### src/design/button_edge_autorepeat_macros.svh
// Assertion macros shared by the button qualifier RTL.
`ifndef BUTTON_EDGE_AUTOREPEAT_MACROS_SVH
`define BUTTON_EDGE_AUTOREPEAT_MACROS_SVH

// Same-cycle implication, sampled on clk, off while rst_n is low.
`define BEA_ASSERT_IMP(lbl, ante, cons) \
    lbl: assert property (@(posedge clk) disable iff (!rst_n) (ante) |-> (cons)) \
        else $error("bea same-cycle check failed");

// Next-cycle implication, sampled on clk, off while rst_n is low.
`define BEA_ASSERT_NXT(lbl, ante, cons) \
    lbl: assert property (@(posedge clk) disable iff (!rst_n) (ante) |=> (cons)) \
        else $error("bea next-cycle check failed");

`endif

### src/design/bea_pkg.sv
// Types and constants for the button edge / auto-repeat qualifier.
`default_nettype none
package bea_pkg;

    localparam int unsigned PORTS_DEF = 4;

    localparam logic [15:0] INIT_DELAY_RST = 16'd30;
    localparam logic [15:0] INTERVAL_RST   = 16'd5;

    // Register indexes (paddr[2])
    localparam logic REG_INIT_DELAY = 1'b0;
    localparam logic REG_INTERVAL   = 1'b1;

    // Request kinds (tuser)
    localparam logic KIND_SAMPLE = 1'b0;
    localparam logic KIND_FLUSH  = 1'b1;

    // Per-port state entry
    typedef struct packed {
        logic        err;
        logic [15:0] sticky_rep;
        logic [15:0] sticky_rel;
        logic [15:0] sticky_pr;
        logic [15:0] cnt;
        logic [7:0]  sy;
        logic [7:0]  sx;
        logic [15:0] held;
    } entry_t;

    localparam entry_t RST_ENTRY = '{
        err:        1'b1,
        sticky_rep: 16'd0,
        sticky_rel: 16'd0,
        sticky_pr:  16'd0,
        cnt:        INIT_DELAY_RST,
        sy:         8'd0,
        sx:         8'd0,
        held:       16'd0
    };

endpackage
`default_nettype wire

### src/design/button_edge_autorepeat.sv
// Top level of the per-port button edge detector with auto-repeat.
//
// Usage:
//   Input stream (s_*): one request per accepted beat. s_tuser is the kind
//   (sample or flush); s_tdata carries port, read error, buttons, sticks.
//   Output stream (m_*): exactly one result per request, in request order.
//   APB port: register 0 at 0x0 is the initial delay, register 1 at 0x4 is
//   the repeat interval (paddr[2] selects, low bits ignored); write only
//   while no request is in flight.
//   Path: an accepted request and its memory read are registered in the
//   update stage, then its result in the output register, on m_tvalid.
//   Throughput: one request per cycle, any ports, bar output stalls. The port
//   state sits in a one-read one-write memory; the read-modify-write of the
//   entry spans the read cycle and the update cycle, and a one-entry bypass
//   of the last written entry covers back-to-back requests to one port.
//   Reset: ports start disconnected, buttons and sticks zero, counter 30;
//   per-port valid bits stand in for the memory contents, so no clear pass.
//   Stall: the output register holds its result while m_tready is low; one
//   more request may sit in the update stage, then s_tready drops.
`default_nettype none
`include "button_edge_autorepeat_macros.svh"
module button_edge_autorepeat #(
    parameter int unsigned PORTS = bea_pkg::PORTS_DEF
) (
    input  wire logic        clk,
    input  wire logic        rst_n,
    // APB configuration
    input  wire logic        psel,
    input  wire logic        penable,
    input  wire logic        pwrite,
    input  wire logic [2:0]  paddr,
    input  wire logic [31:0] pwdata,
    output logic      [31:0] prdata,
    output logic             pready,
    // request stream
    input  wire logic        s_tvalid,
    output logic             s_tready,
    // port[1:0], read_error[2], buttons[18:3], stick_x[26:19], stick_y[34:27]
    input  wire logic [39:0] s_tdata,
    // kind[0]
    input  wire logic [0:0]  s_tuser,
    // result stream
    output logic             m_tvalid,
    input  wire logic        m_tready,
    // out_port[1:0], connected[2], held[18:3], pressed[34:19],
    // released[50:35], repeat_res[66:51], stick_x_out[74:67], stick_y_out[82:75]
    output logic      [87:0] m_tdata
);
    import bea_pkg::*;

    localparam int unsigned AW = (PORTS > 1) ? $clog2(PORTS) : 1;

    // ---------------- configuration ----------------
    logic [15:0] init_delay_reg;
    logic [15:0] interval_reg;
    logic        cfg_wr;

    assign pready = 1'b1;
    assign cfg_wr = psel && penable && pwrite && pready;

    always_ff @(posedge clk or negedge rst_n)
    begin
        if (!rst_n)
        begin
            init_delay_reg <= INIT_DELAY_RST;
            interval_reg   <= INTERVAL_RST;
        end
        else if (cfg_wr)
        begin
            case (paddr[2])
                REG_INIT_DELAY: init_delay_reg <= pwdata[15:0];
                REG_INTERVAL:   interval_reg   <= pwdata[15:0];
                default:        ;
            endcase
        end
    end

    always_comb
    begin
        case (paddr[2])
            REG_INIT_DELAY: prdata = {16'd0, init_delay_reg};
            REG_INTERVAL:   prdata = {16'd0, interval_reg};
            default:        prdata = 32'd0;
        endcase
    end

    // ---------------- request decode ----------------
    logic          s_acc;
    logic [AW+1:0] in_port_ext;
    logic [AW-1:0] in_addr;
    logic          in_range;

    assign s_acc       = s_tvalid && s_tready;
    assign in_port_ext = {{AW{1'b0}}, s_tdata[1:0]};
    assign in_addr     = in_port_ext[AW-1:0];
    assign in_range    = in_port_ext < (AW + 2)'(PORTS);

    // ---------------- state memory and valid bits ----------------
    entry_t              mem [PORTS];
    entry_t              rd_data_reg;
    logic                rd_vld_reg;
    logic [PORTS-1:0]    vld_reg;
    logic                wr_en;
    logic [AW-1:0]       wr_addr;
    entry_t              wr_data;

    // Read on accept, write back from the update stage
    always_ff @(posedge clk)
    begin
        if (s_acc)
        begin
            rd_data_reg <= mem[in_addr];
        end
        if (wr_en)
        begin
            mem[wr_addr] <= wr_data;
        end
    end

    always_ff @(posedge clk or negedge rst_n)
    begin
        if (!rst_n)
        begin
            vld_reg    <= '0;
            rd_vld_reg <= 1'b0;
        end
        else
        begin
            if (s_acc)
            begin
                rd_vld_reg <= in_range && vld_reg[in_addr];
            end
            if (wr_en)
            begin
                vld_reg[wr_addr] <= 1'b1;
            end
        end
    end

    // ---------------- update stage ----------------
    logic        s1_vld_reg;
    logic        s1_kind_reg;
    logic [1:0]  s1_port_reg;
    logic        s1_range_reg;
    logic        s1_err_reg;
    logic [15:0] s1_btn_reg;
    logic [7:0]  s1_sx_reg;
    logic [7:0]  s1_sy_reg;
    logic        s1_go;

    assign s1_go    = s1_vld_reg && (!m_tvalid || m_tready);
    assign s_tready = !s1_vld_reg || s1_go;

    always_ff @(posedge clk or negedge rst_n)
    begin
        if (!rst_n)
        begin
            s1_vld_reg <= 1'b0;
        end
        else if (s_tready)
        begin
            s1_vld_reg <= s_tvalid;
        end
    end

    // Hold request payload alongside the memory read
    always_ff @(posedge clk)
    begin
        if (s_acc)
        begin
            s1_kind_reg  <= s_tuser[0];
            s1_port_reg  <= s_tdata[1:0];
            s1_range_reg <= in_range;
            s1_err_reg   <= s_tdata[2];
            s1_btn_reg   <= s_tdata[18:3];
            s1_sx_reg    <= s_tdata[26:19];
            s1_sy_reg    <= s_tdata[34:27];
        end
    end

    // Bypass of the last written entry
    logic          wb_vld_reg;
    logic [AW-1:0] wb_addr_reg;
    entry_t        wb_data_reg;
    logic [AW+1:0] s1_port_ext;
    logic [AW-1:0] s1_addr;
    entry_t        cur;

    assign s1_port_ext = {{AW{1'b0}}, s1_port_reg};
    assign s1_addr     = s1_port_ext[AW-1:0];

    always_comb
    begin
        if (wb_vld_reg && (wb_addr_reg == s1_addr))
        begin
            cur = wb_data_reg;
        end
        else if (rd_vld_reg)
        begin
            cur = rd_data_reg;
        end
        else
        begin
            cur = RST_ENTRY;
        end
    end

    always_ff @(posedge clk or negedge rst_n)
    begin
        if (!rst_n)
        begin
            wb_vld_reg <= 1'b0;
        end
        else if (wr_en)
        begin
            wb_vld_reg <= 1'b1;
        end
    end

    always_ff @(posedge clk)
    begin
        if (wr_en)
        begin
            wb_addr_reg <= wr_addr;
            wb_data_reg <= wr_data;
        end
    end

    // Edge detect, repeat counter, sticky buffers
    logic [15:0] diff;
    logic [15:0] pr;
    logic [15:0] rl;
    logic [15:0] rp;
    logic [15:0] cnt_next;
    entry_t      nxt;
    logic        res_conn;
    logic [15:0] res_held;
    logic [15:0] res_pr;
    logic [15:0] res_rl;
    logic [15:0] res_rp;
    logic [7:0]  res_sx;
    logic [7:0]  res_sy;

    assign diff = s1_btn_reg ^ cur.held;
    assign pr   = diff & s1_btn_reg;
    assign rl   = diff & cur.held;

    always_comb
    begin
        if (diff != 16'd0)
        begin
            rp       = pr;
            cnt_next = init_delay_reg;
        end
        else if (cur.cnt > 16'd1)
        begin
            rp       = 16'd0;
            cnt_next = cur.cnt - 16'd1;
        end
        else
        begin
            rp       = s1_btn_reg;
            cnt_next = interval_reg;
        end
    end

    always_comb
    begin
        nxt      = cur;
        res_conn = 1'b0;
        res_held = 16'd0;
        res_pr   = 16'd0;
        res_rl   = 16'd0;
        res_rp   = 16'd0;
        res_sx   = 8'd0;
        res_sy   = 8'd0;
        case (s1_kind_reg)
            KIND_SAMPLE:
            begin
                nxt.err = s1_err_reg;
                if (!s1_err_reg)
                begin
                    nxt.held       = s1_btn_reg;
                    nxt.sx         = s1_sx_reg;
                    nxt.sy         = s1_sy_reg;
                    nxt.cnt        = cnt_next;
                    nxt.sticky_pr  = cur.sticky_pr | pr;
                    nxt.sticky_rel = cur.sticky_rel | rl;
                    nxt.sticky_rep = cur.sticky_rep | rp;
                    res_conn       = 1'b1;
                    res_held       = s1_btn_reg;
                    res_pr         = pr;
                    res_rl         = rl;
                    res_rp         = rp;
                    res_sx         = s1_sx_reg;
                    res_sy         = s1_sy_reg;
                end
            end
            KIND_FLUSH:
            begin
                nxt.sticky_pr  = 16'd0;
                nxt.sticky_rel = 16'd0;
                nxt.sticky_rep = 16'd0;
                if (!cur.err)
                begin
                    res_conn = 1'b1;
                    res_held = cur.held;
                    res_pr   = cur.sticky_pr;
                    res_rl   = cur.sticky_rel;
                    res_rp   = cur.sticky_rep;
                    res_sx   = cur.sx;
                    res_sy   = cur.sy;
                end
            end
            default: ;
        endcase
        // Drop everything for a port beyond the array
        if (!s1_range_reg)
        begin
            res_conn = 1'b0;
            res_held = 16'd0;
            res_pr   = 16'd0;
            res_rl   = 16'd0;
            res_rp   = 16'd0;
            res_sx   = 8'd0;
            res_sy   = 8'd0;
        end
    end

    assign wr_en   = s1_go && s1_range_reg;
    assign wr_addr = s1_addr;
    assign wr_data = nxt;

    // ---------------- output register ----------------
    logic        m_tvalid_reg;
    logic [87:0] m_tdata_reg;

    always_ff @(posedge clk or negedge rst_n)
    begin
        if (!rst_n)
        begin
            m_tvalid_reg <= 1'b0;
        end
        else if (s1_go)
        begin
            m_tvalid_reg <= 1'b1;
        end
        else if (m_tready)
        begin
            m_tvalid_reg <= 1'b0;
        end
    end

    always_ff @(posedge clk)
    begin
        if (s1_go)
        begin
            m_tdata_reg <= {5'd0, res_sy, res_sx, res_rp, res_rl, res_pr,
                            res_held, res_conn, s1_port_reg};
        end
    end

    assign m_tvalid = m_tvalid_reg;
    assign m_tdata  = m_tdata_reg;

    // ---------------- assertions ----------------
    `BEA_ASSERT_IMP(a_wr_from_stage, wr_en, s1_vld_reg && s1_range_reg)
    `BEA_ASSERT_NXT(a_wr_bypass, wr_en, wb_vld_reg && (wb_addr_reg == $past(wr_addr)) && vld_reg[$past(wr_addr)])
    `BEA_ASSERT_NXT(a_stage_hold, s1_vld_reg && !s1_go, s1_vld_reg && $stable(s1_btn_reg))
    `BEA_ASSERT_IMP(a_disc_zero, m_tvalid && !m_tdata[2], m_tdata[87:3] == 85'd0)

endmodule
`default_nettype wire

### config.mk
export PLATFORM = sky130hd
export DESIGN_NAME = button_edge_autorepeat
export DESIGN_NICKNAME = d
export VERILOG_FILES = /design/src/design/bea_pkg.sv /design/src/design/button_edge_autorepeat.sv
export VERILOG_INCLUDE_DIRS = /design/src /design/src/design
export SDC_FILE = /design/constraint.sdc
export NUM_CORES = 1
export LEC_CHECK = 0
export ABC_AREA = 1
export BUFFER_PORTS_ARGS = -buffer_cell sky130_fd_sc_hd__buf_2
export CORE_MARGIN = 2
export CORE_UTILIZATION = 50
export DETAILED_ROUTE_END_ITERATION = 16
export PLACE_DENSITY = 0.7
export RECOVER_POWER = 100
export REMOVE_ABC_BUFFERS = 1
export SETUP_SLACK_MARGIN = 0.05
export SLEW_MARGIN = 5
export SYNTH_ARGS = -nofsm -noshare
export SYNTH_HDL_FRONTEND = slang
export SYNTH_SLANG_ARGS = --single-unit
### constraint.sdc
create_clock -name clk -period 7.9 [get_ports clk]
set_input_delay 1.185 -clock clk [delete_from_list [all_inputs] [get_ports clk]]
set_output_delay 1.185 -clock clk [all_outputs]
set_load 0.03 [all_outputs]
-- After elaboration in Yosys (flattened, before gate mapping)
Memory sizes are Yosys's and may differ from the RTL's. A register that Yosys moved wholly into a read port is not among the register bits.
Index checks and enable logic that the tools add are counted.
- flip-flop bits (word level): 259
- memory bits (writable): 388
- input bits: 83
- output and inout bits: 123
- word-level logic and storage cells: 98
- memories: 1
- $add $sub $neg: 1
- magnitude comparators: 5
- equality and inequality tests: 1
- mux-type cells: 40
- bitwise logic cells: 9
- reductions and logical operators: 16
- memory list (name ; words ; bits a word ; read ports ; clocked after Yosys merged registers in ; write ports ; line ; text):
    mem ; 4 ; 97 ; 1 ; 1 ; 1 ; button_edge_autorepeat.sv:99 ; entry_t mem [PORTS];
- operators with widths (kind ; count):
    two-way mux 97 bit ; 2
    two-way mux 16 bit ; 12
    case mux 16 bit (2 select lines) ; 4
    two-way mux 96 bit ; 1
    case mux 48 bit (2 select lines) ; 1
    case mux 32 bit (2 select lines) ; 1
    two-way mux 48 bit ; 1
    bitwise OR 16 bit ; 3
    bitwise AND 16 bit ; 2
    two-way mux 8 bit ; 4
    case mux 8 bit (2 select lines) ; 2
    > comparator 16 x 1 -> 1 bit, second input constant ; 1
    nonzero test 16 bit ; 1
    subtractor 16 x 1 -> 16 bit, second input constant ; 1
    XOR 16 bit ; 1
    < comparator 2 x 3 -> 1 bit, second input constant ; 3
    two-way mux 1 bit ; 9
    logical AND 1 bit ; 8
    bitwise OR 4 bit ; 1
    AND reduction 2 bit ; 2
    binary-select mux 1 bit (select 2 bit) ; 1
    demux 1 bit (select 2 bit) ; 1
    equality test 2 bit ; 1
    greater-or-equal comparator 2 x 1 -> 1 bit, second input constant ; 1
    5 further kinds ; 8

-- Longest topological paths before layout
Gate-level depths: netlist of the first run.
- word-level depth: 9
- depth in mapped cells: 19
- gate-level depth less buffers: 17

-- Least setup slack after synthesis of the first run
No wires, ideal clock.
- kind: input -> register
- from: input m_tready
- to: register vld_reg[2]
- setup time: 0.107 ns
- arrival time: 8.717 ns
- required time: 7.793 ns
- slack: -0.924 ns
- stages: 5
- buffers on the path: 0
- path through: inv_1 > nand2_1 > nand2_1 > nor3_1 > or2_2
- word-level cells in the longest chain between the ends: 3
- ends and longest elaborated chain (item ; line ; text):
    start, declared ; button_edge_autorepeat.sv:44 ; input wire logic m_tready,
    logical OR 1 bit ; button_edge_autorepeat.sv:151 ; assign s1_go = s1_vld_reg && (!m_tvalid || m_tready);
    logical AND 1 bit ; button_edge_autorepeat.sv:151 ;
    logical AND 1 bit ; button_edge_autorepeat.sv:330 ; assign wr_en = s1_go && s1_range_reg;
    end signal, assigned ; button_edge_autorepeat.sv:124 ; vld_reg <= '0;
    end signal, assigned by index ; button_edge_autorepeat.sv:135 ; vld_reg[wr_addr] <= 1'b1;
    end, declared ; button_edge_autorepeat.sv:102 ; logic [PORTS-1:0] vld_reg;
Every way passes these cells.
A chain may end at the register's enable or synchronous reset.

==> out/summary.txt, run 1 <==
====================================================================================================
Run status                                                                              finished with violations
Failing checks                                                                          max-capacitance violations, max-slew violations
Power density over the cells                                                              292 nW/µm²
Die boundary height                                                                           252 µm
Wire length of the first global-routing pass                                               114000 µm
# fillers                                                                                       4880
Total iterations of the first detailed-routing run                                                 6
CTS resizes                                                                                        0
Final core area utilization                                                                    56.1%
Final Worst Setup Slack                                                                      1.35 ns
Combinational power share                                                                      14.5%
Netlist cell types                                                                                41
Switching power summed over all nets                                                         2770 µW
Worst slew pin tran                                                                          4.19 ns
Total number of vias                                                                           20500
CTS tree                                                                                       built
Final clock period utilization by the worst path                                               83.0%
Pin count of the biggest net entering global routing                                             124
Chip width                                                                                    252 µm
Critical path peak fanout                                                                         75
Share of the synthesized area in the top cell type                                             68.2%
Final period demand of the worst path                                                        6.55 ns
Unrepaired setup endpoints after global routing                                                false
Setup TNS Final                                                                                 0 ns
Post-detailed-route DRC marker count                                                               0
Crit path DAT                                                                                6.98 ns
Cell at the root of the clock tree                                                      sky130_fd_sc_hd__clkbuf_16
Clk Latency, worst-skew pair                                                                 0.63 ns
Total clock sinks                                                                                741
Cell repeated most along the worst path                                                 sky130_fd_sc_hd__clkbuf_1
Biggest area contributors in the synthesized netlist                                    sky130_fd_sc_hd__edfxtp_1, sky130_fd_sc_hd__nand2_1, sky130_fd_sc_hd__o21ai_0
Warnings from Yosys                                                                                0
Slowest CP cell                                                                         sky130_fd_sc_hd__clkbuf_1
Number of nets at the end of the flow                                                           2824
Total of flip-flops plus latches after synthesis                                                 741
Worst setup slack before clock tree synthesis                                                2.57 ns
Worst-case vdd ir drop                                                                    0.000160 V
Dominant cell type by area after synthesis                                              sky130_fd_sc_hd__edfxtp_1
Buffer levels on the longest clock path                                                            3
Total routed wirelength                                                                     75600 µm
Number of setup violations in the final report                                                     0
Stage delay of the slowest cell on the critical path                                         2.54 ns
Buffer count from post-CTS setup fixing                                                            0
Max Clock Freq                                                                             0.153 GHz
Cells along the critical path                                                           clkbuf_1, clkbuf_1, o21ai_0, o22ai_1
Post-Synthesis Mean Instance Area                                                           11.9 µm²
Max-slew headroom at the worst pin                                                             -181%
Top cells by instance count after synthesis                                             sky130_fd_sc_hd__edfxtp_1, sky130_fd_sc_hd__nand2_1, sky130_fd_sc_hd__o21ai_0, sky130_fd_sc_hd__nor2_1, sky130_fd_sc_hd__inv_1
Core outline area                                                                          61400 µm²
Sequential cell area                                                                       22100 µm²
Initial standard-cell utilization of the core                                                  50.3%
Startpoint type of the worst setup path                                                    input pin
Number of antenna violations at the first check in global routing                                  0
Most frequent cell after synthesis                                                      sky130_fd_sc_hd__edfxtp_1
Number of placed I/O pins                                                                        206
Critical path capture point type                                                                flop
Residual overflow from global routing                                                              0
Sw Ratio                                                                                       27.5%
Worst hold path type                                                                    flop to flop
Count of port buffers added during placement                                                     160
Number of synthesized flops with an enable pin                                                   701
Multi-input combinational cell area                                                         7350 µm²
Netlist area before placement                                                              30800 µm²
Max-cap violations                                                                                18
Flip-flop count of the largest register, all copies and words added                              388
Die Area                                                                                   63700 µm²
Proportion of power drawn by flip-flops and latches                                            50.2%
Vias in the first global route                                                                 20100
Final antenna diode count                                                                          0
Internal Power                                                                               7290 µW
Hold buffer count at CTS                                                                           0
P&R area growth vs syn                                                                         11.7%
Fraction of final layout cells sized beyond drive strength 1                                   8.57%
Final antenna-violating net count                                                                  0
Max-slew violations                                                                              977
Number of standard cells after synthesis                                                        2592
Count of final hold-check violations                                                               0
Critical setup path kind                                                                input pin to flop
Most used flip-flop cell after synthesis                                                sky130_fd_sc_hd__edfxtp_1
Worst-case clock skew                                                                      0.0321 ns
WL/cell                                                                                      21.3 µm
Standard-cell row count                                                                           91
Via density per instance                                                                        5.75
Leakage                                                                                    0.0129 µW
Clock-pin slew reported for the worst setup and hold paths after clock tree synthesis        0.06 ns
Detailed placer's ending HPWL                                                               39900 µm
Global-route usage over all layers                                                             23.5%
TritonCTS buffer count                                                                            77
GPL Wtd Cong                                                                                   0.872
Starting DRT DRC Count                                                                          2146
Worst path required time                                                                     8.32 ns
Asr flop ratio synth                                                                           5.40%
Portion of the post-synthesis area used by sequential elements                                 71.5%
Clock group share of total power                                                               35.3%
CTS HTree Levels                                                                                   3
====================================================================================================
==> final timing paths <==
check / startpoint / to / slack [ns] / depth (start not counted)
max: s_tdata[0] / rd_data_reg[33] / 1.35 / 4
min: vld_reg[1] / vld_reg[1] / 0.47 / 2
max reg2reg: s1_addr[1] / wb_data_reg[88] / 1.59 / 15
min reg2reg: vld_reg[1] / vld_reg[1] / 0.47 / 2
max in group asynchronous: rst_n / rd_vld_reg / 5.07 / 1
min in group asynchronous: rst_n / init_delay_reg[13] / 1.24 / 1
==> power by group through the flow <==
stage          registers, µW  logic [µW]  clock network, µW
2_1_floorplan           5230         818                  0
3_3_place_gp            5090        1420                  0
3_5_place_dp            5100        1470                  0
4_1_cts                 5020        1480               3600
5_1_grt                 5080        1600               3750
6_report                5050        1460               3550
==> critical path, delay by kind of cell <==
| family | cells | cell delay [ns] |
|---|---|---|
| buffers and inverters | 2 | 4.87 |
| AOI/OAI and AO/OA | 2 | 0.88 |
==> metal layers <==
layer / global-route usage, % / part of all wire [%] / vias up
met2: 39.2 / 48 / 1092
met3: 3.84 / 9.6 / 162
met1: 31.3 / 39 / 9877
met4: 8.37 / 2.7 / 0
li1: - / - / 9332
met5: 0 / 0 / -
==> per-stage QoR <==
| step | area (µm²) | power [µW] | hold slack [ns] | instances |
|---|---|---|---|---|
| global placement | 32200 | 6510 | 0.443 | 3418 |
| CTS | 34700 | 10100 | 0.466 | 3557 |
| floorplan | 30100 | 6050 | 0.428 | 2442 |
| detailed placement | 32200 | 6570 | 0.454 | 3418 |
| finish | 34400 | 10100 | 0.467 | 3557 |
| global route | 34400 | 10400 | 0.502 | 3557 |
==> final cells by class <==
type	count	area share, %
Timing Repair Buffer	186	2.36
Clock buffer	98	6.15
Tap cell	790	2.87
Inverter	198	2.19
Clock inverter	41	1.02
Sequential cell	741	64.1
Multi-Input combinational cell	1503	21.3
==> placed cells by master, fill, tap and decap left out, types with 34 or more instances in the layout <==
master	n
sky130_fd_sc_hd__inv_1	189
sky130_fd_sc_hd__o22ai_1	176
sky130_fd_sc_hd__nor2_1	256
sky130_fd_sc_hd__nand2_1	457
sky130_fd_sc_hd__nand3_1	112
sky130_fd_sc_hd__ha_1	34
sky130_fd_sc_hd__a21oi_1	41
sky130_fd_sc_hd__clkbuf_1	133
sky130_fd_sc_hd__clkbuf_16	80
sky130_fd_sc_hd__edfxtp_1	701
sky130_fd_sc_hd__buf_2	50
sky130_fd_sc_hd__o21ai_0	288
==> cell families after synthesis <==
| logic type | after synthesis | synth area share, % |
|---|---|---|
| AO/OA/AOI/OAI | 534 | 9.68 |
| XOR/XNOR | 1 | 0.0284 |
| adder cells (fa/ha/maj) | 34 | 1.38 |
| buffers and inverters | 368 | 5.01 |
| flip-flops | 741 | 71.5 |
| other | 2 | 0.0243 |
| AND/OR/NAND/NOR | 912 | 12.4 |
Note: power is estimated with default switching activity, not from simulation.
==> run 2, diff against run 1 <==
PLACE_DENSITY = 0.68   (was 0.7)
clock period = 6.4 ns   (was 7.9 ns; I/O delays follow)
==> out/summary.txt, run 2 (synthesis gave the netlist of run 1 again) <==
====================================================================================================
Die boundary height                                                                           252 µm
Cell repeated most along the worst path                                                 sky130_fd_sc_hd__nand2_1
Residual overflow from global routing                                                              0
Placed cell area                                                                           32200 µm²
CTS tree                                                                                       built
Worst-case clock skew                                                                      0.0245 ns
Via density per instance                                                                        5.71
Post-route non-filler standard cell count                                                       3562
Run status                                                                              finished with violations
Max-slew headroom at the worst pin                                                             -195%
Critical path peak fanout                                                                         35
Pin count of the biggest net entering global routing                                             128
Final antenna diode count                                                                          0
Stage delay of the slowest cell on the critical path                                         1.24 ns
Worst path required time                                                                     6.75 ns
Die Area                                                                                   63700 µm²
Max Clock Freq                                                                             0.183 GHz
Power density over the cells                                                              359 nW/µm²
Total routed wirelength                                                                     75300 µm
Hold buffer count at CTS                                                                           0
Total iterations of the first detailed-routing run                                                 6
Cell at the root of the clock tree                                                      sky130_fd_sc_hd__clkbuf_16
Crit path DAT                                                                                5.83 ns
TritonCTS buffer count                                                                            77
Unrepaired setup endpoints after global routing                                                false
Leakage                                                                                    0.0129 µW
Critical setup path kind                                                                flop to flop
Flip-flop count of the largest register, all copies and words added                              388
Total number of vias                                                                           20300
Delay-heaviest family, CP                                                               buffers and inverters
Failing checks                                                                          max-capacitance violations, max-slew violations
Startpoint type of the worst setup path                                                         flop
Number of nets at the end of the flow                                                           2826
Most common library cell in the layout ignoring fill and taps                           sky130_fd_sc_hd__edfxtp_1
Bufs and invs on worst path                                                                        6
Fraction of final layout cells sized beyond drive strength 1                                   8.55%
Worst-case vdd ir drop                                                                    0.000172 V
Vias in the first global route                                                                 20300
Buffer levels on the longest clock path                                                            3
Worst hold path type                                                                    flop to flop
Critical path capture point type                                                                flop
Number of setup violations in the final report                                                     0
Final period demand of the worst path                                                        5.48 ns
Post-detailed-route DRC marker count                                                               0
Detailed placer's ending HPWL                                                               40800 µm
Number of antenna violations at the first check in global routing                                  1
Core outline area                                                                          61400 µm²
Max-slew violations                                                                              975
Starting DRT DRC Count                                                                          1968
Count of final hold-check violations                                                               0
Commonest non-fill, non-tap cells in the layout                                         sky130_fd_sc_hd__edfxtp_1, sky130_fd_sc_hd__nand2_1, sky130_fd_sc_hd__o21ai_0, sky130_fd_sc_hd__nor2_1, sky130_fd_sc_hd__inv_1
Max-cap violations                                                                                18
Standard-cell row count                                                                           91
Setup TNS Final                                                                                 0 ns
Post-Place Cells                                                                                3420
Final core area utilization                                                                    56.1%
Initial standard-cell utilization of the core                                                  50.3%
Clk Latency, worst-skew pair                                                                 0.62 ns
GPL Wtd Cong                                                                                   0.884
Final antenna-violating net count                                                                  0
Post-layout power                                                                           12400 µW
Cells along the critical path                                                           inv_1, nand2_1, nand2_1, nand3_4, buf_4, buf_4, inv_1, clkbuf_2, nand2_1, nand2_1, inv_1, o22ai_1
Slowest CP cell                                                                         sky130_fd_sc_hd__inv_1
Final clock period utilization by the worst path                                               85.6%
CTS HTree Levels                                                                                   3
P&R area growth vs syn                                                                         11.6%
Wire length of the first global-routing pass                                               114000 µm
Total clock sinks                                                                                741
Final standard cell area without fillers                                                   34400 µm²
Worst slew pin tran                                                                          4.42 ns
Global-route usage over all layers                                                             23.5%
CTS resizes                                                                                        0
Chip width                                                                                    252 µm
Count of port buffers added during placement                                                     160
WL/cell                                                                                      21.1 µm
Buffer count from post-CTS setup fixing                                                            0
Clock-pin slew reported for the worst setup and hold paths after clock tree synthesis        0.06 ns
Number of placed I/O pins                                                                        206
====================================================================================================
==> run 2: cell types whose count changed in the layout (fill, tap and decap cells not counted), sizes merged <==
cell / delta
buf: +4
clkinvlp: -4
clkinv: +3
inv: +2
==> run 2: worst paths after layout <==
check,start,end,slack [ns],depth (start not counted)
setup / recovery,s1_addr[1],wb_data_reg[61],0.92,12
hold / removal,vld_reg[1],vld_reg[1],0.46,2
setup reg to reg,s1_addr[1],wb_data_reg[61],0.92,12
hold reg to reg,vld_reg[1],vld_reg[1],0.46,2
max in group asynchronous,rst_n,rd_vld_reg,3.74,1
min in group asynchronous,rst_n,init_delay_reg[11],1.03,1
==> run 2: layout make-up <==
cell class              instances  area [µm²]
clock buffers                 100        2120
clock inverters                42         338
fillers                      5029       26900
inverters                     198         753
multi-input cells            1503        7330
flip-flops and latches        741       22100
well taps                     790         988
repair buffers                188         843
==> run 2: routing by layer <==
layer	up-vias	wire, µm	track usage [%]
li1	9345	-	-
met1	9958	30500	31.4
met2	939	37400	40.1
met3	90	6180	3.71
met4	0	1210	6.31
met5	-	0	0
==> run 2: stage by stage <==
stage | hold slack, ns | setup WS [ns]
5_1_grt | 0.492 | 0.584
6_report | 0.461 | 0.921
3_3_place_gp | 0.445 | 1.61
3_5_place_dp | 0.451 | 1.55
4_1_cts | 0.465 | 1.52
2_1_floorplan | 0.428 | -2.20
==> run 2: worst reg2reg max path: stages, from the launching register on <==
cell and delay (ns):
sky130_fd_sc_hd__edfxtp_1 0.43, sky130_fd_sc_hd__inv_1 0.14, sky130_fd_sc_hd__nand2_1 0.06, sky130_fd_sc_hd__nand2_1 0.65
sky130_fd_sc_hd__nand3_4 0.36, sky130_fd_sc_hd__buf_4 0.35, sky130_fd_sc_hd__buf_4 0.35, sky130_fd_sc_hd__inv_1 1.25
sky130_fd_sc_hd__clkbuf_2 0.98, sky130_fd_sc_hd__nand2_1 0.15, sky130_fd_sc_hd__nand2_1 0.13, sky130_fd_sc_hd__inv_1 0.06
sky130_fd_sc_hd__o22ai_1 0.34
==> run 2: report_power, final <==
part	internal, µW	leakage (µW)	switching [µW]
clock	2540	0.00121	1810
combinational	410	0.00456	1390
sequential	6040	0.00713	186
total	8990	0.0129	3390
